## config.mk

```make
export PLATFORM = sky130hd
export DESIGN_NAME = json_value_validator
export DESIGN_NICKNAME = d
export VERILOG_FILES = /design/src/jvv_pkg.sv /design/src/jvv_front.sv /design/src/jvv_fifo.sv /design/src/jvv_back.sv /design/src/json_value_validator.sv
export SDC_FILE = /design/constraint.sdc
export NUM_CORES = 1
export LEC_CHECK = 0
export BUFFER_PORTS_ARGS = -buffer_cell sky130_fd_sc_hd__buf_2
export CORE_MARGIN = 4
export CORE_UTILIZATION = 50
export DETAILED_ROUTE_END_ITERATION = 10
export PLACE_DENSITY_LB_ADDON = 0.3
export SYNTH_ARGS = -nofsm -noshare
export SYNTH_HDL_FRONTEND = slang
export SYNTH_SLANG_ARGS = --single-unit
```

## constraint.sdc

```tcl
create_clock -name aclk -period 21.5 [get_ports aclk]
set_clock_uncertainty 0.1 [all_clocks]
set_input_delay 4.3 -clock aclk [delete_from_list [all_inputs] [get_ports aclk]]
set_output_delay 4.3 -clock aclk [all_outputs]
set_load 0.01 [all_outputs]
```

## src/jvv_pkg.sv

```systemverilog
// Shared types, constants and character tables for the JSON value validator.
`default_nettype none
package jvv_pkg;

    localparam int MAX_NESTING = 32;
    localparam int LVL_W       = $clog2(MAX_NESTING + 1);
    localparam int IDX_W       = $clog2(MAX_NESTING);

    localparam int MAX_LENGTH  = 65536;
    localparam int CNT_W       = $clog2(MAX_LENGTH + 1);
    localparam int POS_W       = 16;
    localparam int LEN_W       = 17;

    localparam int IN_DATA_W   = 8;
    localparam int OUT_DATA_W  = 40;

    localparam int FIFO_DEPTH  = 4;
    localparam int FIFO_AW     = $clog2(FIFO_DEPTH);

    localparam int LP_W        = 4;
    localparam int LIT_COUNT   = 13;

    localparam logic [1:0] STATUS_OK     = 2'd0;
    localparam logic [1:0] STATUS_SYNTAX = 2'd1;
    localparam logic [1:0] STATUS_DEPTH  = 2'd2;
    localparam logic [1:0] STATUS_LENGTH = 2'd3;

    localparam logic [LP_W-1:0] LP_TRUE  = LP_W'(1);
    localparam logic [LP_W-1:0] LP_FALSE = LP_W'(5);
    localparam logic [LP_W-1:0] LP_NULL  = LP_W'(10);

    typedef enum logic [3:0] {
        ST_VALUE, ST_OPEN, ST_KEY, ST_KSTR, ST_KESC, ST_COLON,
        ST_AFTER, ST_TRAIL, ST_STR, ST_ESC, ST_NUM, ST_LIT
    } scan_state_t;

    typedef enum logic [3:0] {
        CL_WS, CL_NUM, CL_QUOTE, CL_BSLASH, CL_LBRACE, CL_LBRACK, CL_RBRACE,
        CL_RBRACK, CL_COMMA, CL_COLON, CL_T, CL_F, CL_N, CL_OTHER
    } char_class_t;

    typedef struct packed {
        logic [IN_DATA_W-1:0] data;
        char_class_t          cls;
        logic                 last;
        logic                 too_long;
        logic [POS_W-1:0]     offset;
    } beat_t;

    typedef struct packed {
        logic [LEN_W-1:0] value_length;
        logic [POS_W-1:0] value_start;
        logic [1:0]       status;
    } result_t;

    // characters of "true", "false", "null" back to back
    function automatic logic [7:0] lit_char(input logic [LP_W-1:0] idx);
        logic [7:0] c;
        case (idx)
            4'd0:    c = 8'h74;
            4'd1:    c = 8'h72;
            4'd2:    c = 8'h75;
            4'd3:    c = 8'h65;
            4'd4:    c = 8'h66;
            4'd5:    c = 8'h61;
            4'd6:    c = 8'h6C;
            4'd7:    c = 8'h73;
            4'd8:    c = 8'h65;
            4'd9:    c = 8'h6E;
            4'd10:   c = 8'h75;
            4'd11:   c = 8'h6C;
            4'd12:   c = 8'h6C;
            default: c = 8'h00;
        endcase
        return c;
    endfunction

    // position of the final character of each literal
    function automatic logic lit_final(input logic [LP_W-1:0] idx);
        return (idx == LP_W'(3)) || (idx == LP_W'(8)) || (idx == LP_W'(12));
    endfunction

endpackage
`default_nettype wire

```

## src/jvv_front.sv

```systemverilog
// Front end: input beat acceptance, character classification and byte offset.
`default_nettype none
module jvv_front (
    input  wire logic                           aclk,
    input  wire logic                           aresetn,
    input  wire logic                           s_tvalid,
    output logic                                s_tready,
    input  wire logic [jvv_pkg::IN_DATA_W-1:0]  s_tdata,
    input  wire logic                           s_tlast,
    input  wire logic                           fifo_full,
    output logic                                push,
    output jvv_pkg::beat_t                      beat
);

    logic [jvv_pkg::CNT_W-1:0] off_cnt_reg;
    logic [jvv_pkg::CNT_W-1:0] off_cnt_next;
    logic                      too_long;
    jvv_pkg::char_class_t      cls;

    assign s_tready = !fifo_full;
    assign push     = s_tvalid && s_tready;
    assign too_long = (off_cnt_reg == jvv_pkg::CNT_W'(jvv_pkg::MAX_LENGTH));

    always_comb begin
        unique case (s_tdata) inside
            8'h20, 8'h09, 8'h0D, 8'h0A:                 cls = jvv_pkg::CL_WS;
            [8'h30:8'h39], 8'h2E, 8'h2B, 8'h2D,
            [8'h61:8'h65], [8'h41:8'h46], 8'h78, 8'h58: cls = jvv_pkg::CL_NUM;
            8'h66:                                      cls = jvv_pkg::CL_F;
            8'h74:                                      cls = jvv_pkg::CL_T;
            8'h6E:                                      cls = jvv_pkg::CL_N;
            8'h22:                                      cls = jvv_pkg::CL_QUOTE;
            8'h5C:                                      cls = jvv_pkg::CL_BSLASH;
            8'h7B:                                      cls = jvv_pkg::CL_LBRACE;
            8'h5B:                                      cls = jvv_pkg::CL_LBRACK;
            8'h7D:                                      cls = jvv_pkg::CL_RBRACE;
            8'h5D:                                      cls = jvv_pkg::CL_RBRACK;
            8'h2C:                                      cls = jvv_pkg::CL_COMMA;
            8'h3A:                                      cls = jvv_pkg::CL_COLON;
            default:                                    cls = jvv_pkg::CL_OTHER;
        endcase
    end

    always_comb begin
        beat.data     = s_tdata;
        beat.cls      = cls;
        beat.last     = s_tlast;
        beat.too_long = too_long;
        beat.offset   = off_cnt_reg[jvv_pkg::POS_W-1:0];
    end

    always_comb begin
        off_cnt_next = off_cnt_reg;
        if (push) begin
            if (s_tlast) begin
                off_cnt_next = '0;
            end else if (!too_long) begin
                off_cnt_next = off_cnt_reg + jvv_pkg::CNT_W'(1);
            end
        end
    end

    always_ff @(posedge aclk) begin
        if (!aresetn) begin
            off_cnt_reg <= '0;
        end else begin
            off_cnt_reg <= off_cnt_next;
        end
    end

endmodule
`default_nettype wire

```

## src/jvv_fifo.sv

```systemverilog
// Short queue of classified beats between front end and scanner.
`default_nettype none
module jvv_fifo (
    input  wire logic                          aclk,
    input  wire logic                          aresetn,
    input  wire logic                          push,
    input  wire jvv_pkg::beat_t                wr_beat,
    input  wire logic                          pop,
    output jvv_pkg::beat_t                     rd_beat,
    output logic                               full,
    output logic                               empty,
    output logic [jvv_pkg::FIFO_AW:0]          fill
);

    jvv_pkg::beat_t                 mem [jvv_pkg::FIFO_DEPTH];
    logic [jvv_pkg::FIFO_AW-1:0]    wr_ptr_reg;
    logic [jvv_pkg::FIFO_AW-1:0]    rd_ptr_reg;
    logic [jvv_pkg::FIFO_AW:0]      fill_reg;
    logic [jvv_pkg::FIFO_AW:0]      fill_next;

    assign full    = (fill_reg == (jvv_pkg::FIFO_AW + 1)'(jvv_pkg::FIFO_DEPTH));
    assign empty   = (fill_reg == '0);
    assign fill    = fill_reg;
    assign rd_beat = mem[rd_ptr_reg];

    always_comb begin
        fill_next = fill_reg;
        if (push && !pop) begin
            fill_next = fill_reg + (jvv_pkg::FIFO_AW + 1)'(1);
        end else if (pop && !push) begin
            fill_next = fill_reg - (jvv_pkg::FIFO_AW + 1)'(1);
        end
    end

    always_ff @(posedge aclk) begin
        if (push) begin
            mem[wr_ptr_reg] <= wr_beat;
        end
    end

    always_ff @(posedge aclk) begin
        if (!aresetn) begin
            wr_ptr_reg <= '0;
            rd_ptr_reg <= '0;
            fill_reg   <= '0;
        end else begin
            if (push) begin
                wr_ptr_reg <= wr_ptr_reg + jvv_pkg::FIFO_AW'(1);
            end
            if (pop) begin
                rd_ptr_reg <= rd_ptr_reg + jvv_pkg::FIFO_AW'(1);
            end
            fill_reg <= fill_next;
        end
    end

endmodule
`default_nettype wire

```

## src/jvv_back.sv

```systemverilog
// Scanner: syntax state machine, nesting stack, marks and result register.
`default_nettype none
module jvv_back (
    input  wire logic              aclk,
    input  wire logic              aresetn,
    input  wire jvv_pkg::beat_t    head,
    input  wire logic              fifo_empty,
    output logic                   pop,
    input  wire logic              m_tready,
    output logic                   m_tvalid,
    output jvv_pkg::result_t       result
);

    jvv_pkg::scan_state_t          state_reg, state_next, eff_state;
    logic [jvv_pkg::LVL_W-1:0]     level_reg, level_next, lvl_dec;
    logic [jvv_pkg::LP_W-1:0]      lp_reg, lp_next, lp_load_val;
    logic [jvv_pkg::POS_W-1:0]     start_reg, start_next;
    logic [jvv_pkg::CNT_W-1:0]     end_reg, end_next, end_final, off_inc;
    logic [1:0]                    err_reg, err_next, status;
    logic                          stack_reg [jvv_pkg::MAX_NESTING];

    logic m_valid_reg;
    jvv_pkg::result_t res_reg, res_next;

    logic is_ws, is_num, top_obj, closer_hit, scan_en;
    logic do_push, push_obj, do_pop, set_start, end_at_off, end_at_inc;
    logic lp_load, lp_inc;

    assign is_ws      = (head.cls == jvv_pkg::CL_WS);
    assign is_num     = (head.cls == jvv_pkg::CL_NUM) || (head.cls == jvv_pkg::CL_F);
    assign lvl_dec    = level_reg - jvv_pkg::LVL_W'(1);
    assign top_obj    = (level_reg != '0) && stack_reg[lvl_dec[jvv_pkg::IDX_W-1:0]];
    assign closer_hit = top_obj ? (head.cls == jvv_pkg::CL_RBRACE)
                                : (head.cls == jvv_pkg::CL_RBRACK);
    assign off_inc    = jvv_pkg::CNT_W'(head.offset) + jvv_pkg::CNT_W'(1);

    assign pop = !fifo_empty && (!head.last || !m_valid_reg || m_tready);

    // next state, error and control decisions
    always_comb begin
        state_next  = state_reg;
        err_next    = err_reg;
        eff_state   = state_reg;
        scan_en     = 1'b0;
        do_push     = 1'b0;
        push_obj    = 1'b0;
        do_pop      = 1'b0;
        set_start   = 1'b0;
        end_at_off  = 1'b0;
        end_at_inc  = 1'b0;
        lp_load     = 1'b0;
        lp_load_val = '0;
        lp_inc      = 1'b0;

        if (head.too_long) begin
            if (err_reg == jvv_pkg::STATUS_OK) begin
                err_next = jvv_pkg::STATUS_LENGTH;
            end
        end else if (err_reg == jvv_pkg::STATUS_OK) begin
            scan_en = 1'b1;
            // byte that ends an open bracket or a number is looked at again
            if (state_reg == jvv_pkg::ST_OPEN && !is_ws) begin
                if (closer_hit) begin
                    scan_en    = 1'b0;
                    do_pop     = 1'b1;
                    end_at_inc = (level_reg == jvv_pkg::LVL_W'(1));
                    state_next = end_at_inc ? jvv_pkg::ST_TRAIL : jvv_pkg::ST_AFTER;
                end else begin
                    eff_state = top_obj ? jvv_pkg::ST_KEY : jvv_pkg::ST_VALUE;
                end
            end else if (state_reg == jvv_pkg::ST_NUM && !is_num) begin
                end_at_off = (level_reg == '0);
                eff_state  = end_at_off ? jvv_pkg::ST_TRAIL : jvv_pkg::ST_AFTER;
            end

            if (scan_en) begin
                state_next = eff_state;
                unique case (eff_state)
                    jvv_pkg::ST_VALUE: begin
                        if (!is_ws) begin
                            set_start = (level_reg == '0);
                            unique case (head.cls)
                                jvv_pkg::CL_LBRACE, jvv_pkg::CL_LBRACK: begin
                                    if (level_reg ==
                                        jvv_pkg::LVL_W'(jvv_pkg::MAX_NESTING)) begin
                                        err_next = jvv_pkg::STATUS_DEPTH;
                                    end else begin
                                        do_push    = 1'b1;
                                        push_obj   = (head.cls == jvv_pkg::CL_LBRACE);
                                        state_next = jvv_pkg::ST_OPEN;
                                    end
                                end
                                jvv_pkg::CL_QUOTE: state_next = jvv_pkg::ST_STR;
                                jvv_pkg::CL_T: begin
                                    lp_load     = 1'b1;
                                    lp_load_val = jvv_pkg::LP_TRUE;
                                    state_next  = jvv_pkg::ST_LIT;
                                end
                                jvv_pkg::CL_F: begin
                                    lp_load     = 1'b1;
                                    lp_load_val = jvv_pkg::LP_FALSE;
                                    state_next  = jvv_pkg::ST_LIT;
                                end
                                jvv_pkg::CL_N: begin
                                    lp_load     = 1'b1;
                                    lp_load_val = jvv_pkg::LP_NULL;
                                    state_next  = jvv_pkg::ST_LIT;
                                end
                                jvv_pkg::CL_NUM: state_next = jvv_pkg::ST_NUM;
                                default:         err_next   = jvv_pkg::STATUS_SYNTAX;
                            endcase
                        end
                    end
                    jvv_pkg::ST_OPEN: begin
                    end
                    jvv_pkg::ST_KEY: begin
                        if (!is_ws) begin
                            if (head.cls == jvv_pkg::CL_QUOTE) begin
                                state_next = jvv_pkg::ST_KSTR;
                            end else begin
                                err_next = jvv_pkg::STATUS_SYNTAX;
                            end
                        end
                    end
                    jvv_pkg::ST_KSTR: begin
                        if (head.cls == jvv_pkg::CL_BSLASH) begin
                            state_next = jvv_pkg::ST_KESC;
                        end else if (head.cls == jvv_pkg::CL_QUOTE) begin
                            state_next = jvv_pkg::ST_COLON;
                        end
                    end
                    jvv_pkg::ST_KESC: state_next = jvv_pkg::ST_KSTR;
                    jvv_pkg::ST_COLON: begin
                        if (!is_ws) begin
                            if (head.cls == jvv_pkg::CL_COLON) begin
                                state_next = jvv_pkg::ST_VALUE;
                            end else begin
                                err_next = jvv_pkg::STATUS_SYNTAX;
                            end
                        end
                    end
                    jvv_pkg::ST_AFTER: begin
                        if (!is_ws) begin
                            if (head.cls == jvv_pkg::CL_COMMA) begin
                                state_next = top_obj ? jvv_pkg::ST_KEY : jvv_pkg::ST_VALUE;
                            end else if (closer_hit) begin
                                do_pop     = 1'b1;
                                end_at_inc = (level_reg == jvv_pkg::LVL_W'(1));
                                state_next = end_at_inc ? jvv_pkg::ST_TRAIL
                                                        : jvv_pkg::ST_AFTER;
                            end else begin
                                err_next = jvv_pkg::STATUS_SYNTAX;
                            end
                        end
                    end
                    jvv_pkg::ST_TRAIL: begin
                        if (!is_ws) begin
                            err_next = jvv_pkg::STATUS_SYNTAX;
                        end
                    end
                    jvv_pkg::ST_STR: begin
                        if (head.cls == jvv_pkg::CL_BSLASH) begin
                            state_next = jvv_pkg::ST_ESC;
                        end else if (head.cls == jvv_pkg::CL_QUOTE) begin
                            end_at_inc = (level_reg == '0);
                            state_next = end_at_inc ? jvv_pkg::ST_TRAIL : jvv_pkg::ST_AFTER;
                        end
                    end
                    jvv_pkg::ST_ESC: state_next = jvv_pkg::ST_STR;
                    jvv_pkg::ST_NUM: begin
                    end
                    jvv_pkg::ST_LIT: begin
                        if (lp_reg < jvv_pkg::LP_W'(jvv_pkg::LIT_COUNT) &&
                            head.data == jvv_pkg::lit_char(lp_reg)) begin
                            lp_inc = 1'b1;
                            if (jvv_pkg::lit_final(lp_reg)) begin
                                end_at_inc = (level_reg == '0);
                                state_next = end_at_inc ? jvv_pkg::ST_TRAIL
                                                        : jvv_pkg::ST_AFTER;
                            end
                        end else begin
                            err_next = jvv_pkg::STATUS_SYNTAX;
                        end
                    end
                    default: err_next = jvv_pkg::STATUS_SYNTAX;
                endcase
            end
        end
    end

    // marks, nesting level and the result of a finished text
    always_comb begin
        level_next = level_reg + jvv_pkg::LVL_W'(do_push) - jvv_pkg::LVL_W'(do_pop);
        start_next = set_start ? head.offset : start_reg;
        if (end_at_inc) begin
            end_next = off_inc;
        end else if (end_at_off) begin
            end_next = jvv_pkg::CNT_W'(head.offset);
        end else begin
            end_next = end_reg;
        end
        if (lp_load) begin
            lp_next = lp_load_val;
        end else if (lp_inc) begin
            lp_next = lp_reg + jvv_pkg::LP_W'(1);
        end else begin
            lp_next = lp_reg;
        end

        status    = err_next;
        end_final = end_next;
        if (err_next == jvv_pkg::STATUS_OK) begin
            if (state_next == jvv_pkg::ST_NUM && level_next == '0) begin
                end_final = off_inc;
            end else if (state_next != jvv_pkg::ST_TRAIL) begin
                status = jvv_pkg::STATUS_SYNTAX;
            end
        end
        res_next.status = status;
        if (status == jvv_pkg::STATUS_OK) begin
            res_next.value_start  = start_next;
            res_next.value_length = jvv_pkg::LEN_W'(end_final - jvv_pkg::CNT_W'(start_next));
        end else begin
            res_next.value_start  = '0;
            res_next.value_length = '0;
        end
    end

    always_ff @(posedge aclk) begin
        if (pop && do_push) begin
            stack_reg[level_reg[jvv_pkg::IDX_W-1:0]] <= push_obj;
        end
    end

    always_ff @(posedge aclk) begin
        if (!aresetn) begin
            state_reg <= jvv_pkg::ST_VALUE;
            level_reg <= '0;
            lp_reg    <= '0;
            start_reg <= '0;
            end_reg   <= '0;
            err_reg   <= jvv_pkg::STATUS_OK;
        end else if (pop) begin
            if (head.last) begin
                state_reg <= jvv_pkg::ST_VALUE;
                level_reg <= '0;
                lp_reg    <= '0;
                start_reg <= '0;
                end_reg   <= '0;
                err_reg   <= jvv_pkg::STATUS_OK;
            end else begin
                state_reg <= state_next;
                level_reg <= level_next;
                lp_reg    <= lp_next;
                start_reg <= start_next;
                end_reg   <= end_next;
                err_reg   <= err_next;
            end
        end
    end

    always_ff @(posedge aclk) begin
        if (!aresetn) begin
            m_valid_reg <= 1'b0;
        end else if (pop && head.last) begin
            m_valid_reg <= 1'b1;
        end else if (m_tready) begin
            m_valid_reg <= 1'b0;
        end
    end

    always_ff @(posedge aclk) begin
        if (pop && head.last) begin
            res_reg <= res_next;
        end
    end

    assign m_tvalid = m_valid_reg;
    assign result   = res_reg;

endmodule
`default_nettype wire

```

## src/json_value_validator.sv

```systemverilog
// JSON value validator: top level joining front end, beat queue and scanner.
// Throughput: one byte per cycle if no result beat stalls; the scanner settles each byte in one step.
// Result path: the s_tlast beat is written into the queue, then the scanner reads it and the result
//   register captures the verdict and raises m_tvalid, when no earlier beats wait in the queue.
// Queue: 4 beats between front end and scanner; s_tready drops only when it is full.
// Reset: synchronous aresetn clears scanner state, queue and offset; the nesting stack is not cleared.
`default_nettype none
module json_value_validator (
    input  wire logic                            aclk,
    input  wire logic                            aresetn,
    input  wire logic                            s_tvalid,
    output logic                                 s_tready,
    input  wire logic [jvv_pkg::IN_DATA_W-1:0]   s_tdata,   // [7:0] data_byte
    input  wire logic                            s_tlast,
    output logic                                 m_tvalid,
    input  wire logic                            m_tready,
    output logic [jvv_pkg::OUT_DATA_W-1:0]       m_tdata    // [1:0] status, [17:2] value_start,
                                                            // [34:18] value_length, [39:35] 0
);

    jvv_pkg::beat_t             wr_beat;
    jvv_pkg::beat_t             rd_beat;
    jvv_pkg::result_t           out_res;
    logic                       push;
    logic                       pop;
    logic                       fifo_full;
    logic                       fifo_empty;
    logic [jvv_pkg::FIFO_AW:0]  fifo_fill;

    jvv_front u_front (
        .aclk      (aclk),
        .aresetn   (aresetn),
        .s_tvalid  (s_tvalid),
        .s_tready  (s_tready),
        .s_tdata   (s_tdata),
        .s_tlast   (s_tlast),
        .fifo_full (fifo_full),
        .push      (push),
        .beat      (wr_beat)
    );

    jvv_fifo u_fifo (
        .aclk    (aclk),
        .aresetn (aresetn),
        .push    (push),
        .wr_beat (wr_beat),
        .pop     (pop),
        .rd_beat (rd_beat),
        .full    (fifo_full),
        .empty   (fifo_empty),
        .fill    (fifo_fill)
    );

    jvv_back u_back (
        .aclk       (aclk),
        .aresetn    (aresetn),
        .head       (rd_beat),
        .fifo_empty (fifo_empty),
        .pop        (pop),
        .m_tready   (m_tready),
        .m_tvalid   (m_tvalid),
        .result     (out_res)
    );

    assign m_tdata = jvv_pkg::OUT_DATA_W'(out_res);

    a_err_fields_zero: assert property (@(posedge aclk) disable iff (!aresetn)
        (m_tvalid && out_res.status != jvv_pkg::STATUS_OK) |->
        (out_res.value_start == '0 && out_res.value_length == '0))
        else $error("error result carries nonzero fields");

    a_ok_nonempty: assert property (@(posedge aclk) disable iff (!aresetn)
        (m_tvalid && out_res.status == jvv_pkg::STATUS_OK) |->
        (out_res.value_length != '0))
        else $error("valid result with empty value");

    a_fill_up: assert property (@(posedge aclk) disable iff (!aresetn)
        (push && !pop) |=> (fifo_fill == $past(fifo_fill) + (jvv_pkg::FIFO_AW + 1)'(1)))
        else $error("queue fill did not count a write");

    a_fill_down: assert property (@(posedge aclk) disable iff (!aresetn)
        (pop && !push) |=> (fifo_fill == $past(fifo_fill) - (jvv_pkg::FIFO_AW + 1)'(1)))
        else $error("queue fill did not count a read");

endmodule
`default_nettype wire

```

==> results.md <==
* Most frequent cell on the critical path: o21ai_0
* Worst Path Required at ~22 ns
* Initial Util at between 50% and 60%
* Distinct cells, synth at 103
* Yosys reg bits at approximately 270
* Status: complete, no violations
* Die width at about 180 um
* Total GRT Usage at 19.8%
* Fin. Hold Viols at 0
* Htree depth at 1
* Max FFs per register at between 100 and 150
* Initial antenna violation count at 0
* Post-DP HPWL at about 21 mm
* Async SR Flop Fraction at 0%
* Antenna-violating nets left at 0
* Vias per std cell at just under 6
* WL/cell at approximately 18 um
* Final worst setup slack at between 10 and 15 ns
* DRC Markers at 0
* EDFF count, synth at 187
* Synth area leader: edfxtp_1
* CTS tree: done
* Place WS at 11.95 ns
* CTS buffer count at 29
* Rows at between 60 and 70
* WL final at about 31 mm
* Synthesis-to-finish area growth at 10.9%
* First-pass GRT wire length at around 51 mm
* Crit Path Category: reg2reg
* Synthesized area per cell at approximately 11 sq um
* Layout cells sized above 1 at between 10 and 15%
* Static leakage at between 0.005 and 0.006 uW
* Max cap viols at 0
* Commonest non-fill, non-tap cell in the layout: edfxtp_1
* Clk slew on worst S/H paths at 0.06 ns
* Diode count at 0
* Worst Max-Slew Pin Slew at 1.04 ns
* Biggest cell delay along the critical path at around 0.72 ns
* Most frequent cells in the layout: 187 x edfxtp_1, 119 x nor2_1, 108 x nand2_1
* Die area at about 0.032 sq mm
* RSZ-0062 raised after global routing: false
* CTS root buf: clkbuf_16
* Detailed Route Iter0 Violations at ~940
* Synth top area cells: edfxtp_1 39%, dfxtp_1 11%, mux4_2 4.8%, ha_1 4.5%, nor2_1 3.2%
* Slowest cell on the critical path: dfxtp_1
* Buffers on Ports at just under 50
* RePlAce Congestion at around 0.93
* Vias at 10.1k
* Startpoint Class: register
* 1st-pass router iterations at 6
* GR Overflow Total at 0
* Top-area cell type share of the netlist area at around 40%
* Max Slew Vio Count at 0
* Nets at 1400
* Top FF cell, synth: edfxtp_1
* Synth Warn # at 0
* Max-slew headroom at a little under a third
* Die Ht at ~180 um
* Vias in the first global route at roughly 9.7k
* Setup TNS at 0 ns
* CTS max path bufs at 3
* Seq/Total Area, Yosys at between 50% and 60%
* # clock sinks at about 270
* Power per cell area at 127 mW/mm^2
* Class of the worst hold path: reg2reg
* Hold-fix buffers, CTS at 0
* Post-Synthesis Cells at approximately 1.3k
* Pin count of the biggest net entering global routing at 66
* CP Capture Type: register
* Worst endpoint data arrival time at 9.69 ns
* Resize count post-CTS at 0
* Post-synthesis instance area at between 0.01 and 0.015 sq mm
* Core Region at ~0.028 sq mm
* I/O Pins at 55
* Max VDD drop at between 80 and 90 uV
* Post CTS Setup Buffer Count at 0
* Max Freq at between 100 and 150 MHz
* Final Cycle Share at between 40% and 50%
* CP Max Fanout at 13
* Worst-Skew Late Latency at roughly 0.56 ns
* Min Tclk post-route at 9.53 ns
* FILL cells at between 2k and 2.5k
* Final setup violation count at 0
## kinds of logic after synthesis
kind of cell	Yosys count	synth area share, %
buffers and inverters	114	3.53
multiplexers	88	9.31
flip-flops	269	50.3
AO/OA/AOI/OAI	250	12.1
AND/OR/NAND/NOR	465	16.3
XOR/XNOR	55	3.39
adder cells (fa/ha/maj)	56	5.00
other	1	0.0260
## per-stage QoR
step | util, % | total power [uW] | instance area, sq um | cells | hold WS, ns
2_1_floorplan | - | 1300 | 14400 | 1302 | 0.344
3_3_place_gp | 53.3 | 1510 | 15000 | 1679 | 0.352
3_5_place_dp | 53.3 | 1520 | 15000 | 1679 | 0.364
4_1_cts | 56.9 | 2040 | 16000 | 1733 | 0.372
5_1_grt | 56.9 | 2160 | 16000 | 1733 | 0.401
6_report | 56.9 | 2030 | 16000 | 1733 | 0.372
## area by class of cell
cell class                      count  area [sq um]  share of cell area (%)
Multi-Input combinational cell    919          6700                    41.9
Clock buffer                       37           786                    4.91
Tap cell                          378           473                    2.96
Sequential cell                   269          7260                    45.4
Inverter                           49           184                    1.15
Timing Repair Buffer               64           358                    2.24
Clock inverter                     17           234                    1.46
## report_power, final
| group | internal (uW) | total [uW] | switching, uW |
|---|---|---|---|
| sequential | 638 | 675 | 36.7 |
| clock | 319 | 522 | 202 |
| combinational | 314 | 837 | 524 |
## worst paths after layout
| kind | from | to | slack [ns] | depth (start not counted) |
|---|---|---|---|---|
| max | u_back.level_reg[0] | u_back.result[34] | 11.97 | 40 |
| min | u_back.end_reg[5] | u_back.end_reg[5] | 0.37 | 2 |
| max reg2reg | u_back.level_reg[0] | u_back.result[34] | 11.97 | 40 |
| min reg2reg | u_back.end_reg[5] | u_back.end_reg[5] | 0.37 | 2 |
## layer usage
layer | wire length, um | global-route usage [%] | vias to the layer above
met5 | 0 | 0 | -
met4 | 673 | 4.83 | 0
met3 | 1760 | 2.71 | 59
met2 | 14400 | 31.7 | 349
met1 | 14400 | 28.9 | 4889
li1 | - | - | 4852
## Yosys cell counts, types with 8 or more instances
library cell and count:
a211oi_1 9, a21boi_0 8, a21oi_1 42, a22oi_1 21, a31oi_1 10, and2_1 37, and3_1 21, buf_2 9
buf_4 8, clkbuf_1 36, dfxtp_1 82, edfxtp_1 187, ha_1 52, inv_1 46, mux2i_1 43, mux4_2 31
nand2_1 108, nand2b_1 15, nand3_1 25, nand4_1 10, nor2_1 121, nor2b_1 40, nor3_1 32, o21ai_0 55
o22ai_1 12, or3_1 17, xnor2_1 32, xor2_1 22
## critical path: cells and delay by family (launching register included)
kind | cells | cell delay [ns]
AO/OA/AOI/OAI | 16 | 2.83
AND/OR/NAND/NOR | 11 | 2.06
adder cells (fa/ha/maj) | 6 | 2.05
flip-flops | 1 | 0.72
multiplexers | 2 | 0.70
buffers and inverters | 3 | 0.48
XOR/XNOR | 2 | 0.32
No activity file was read; power rests on OpenSTA's default activity.
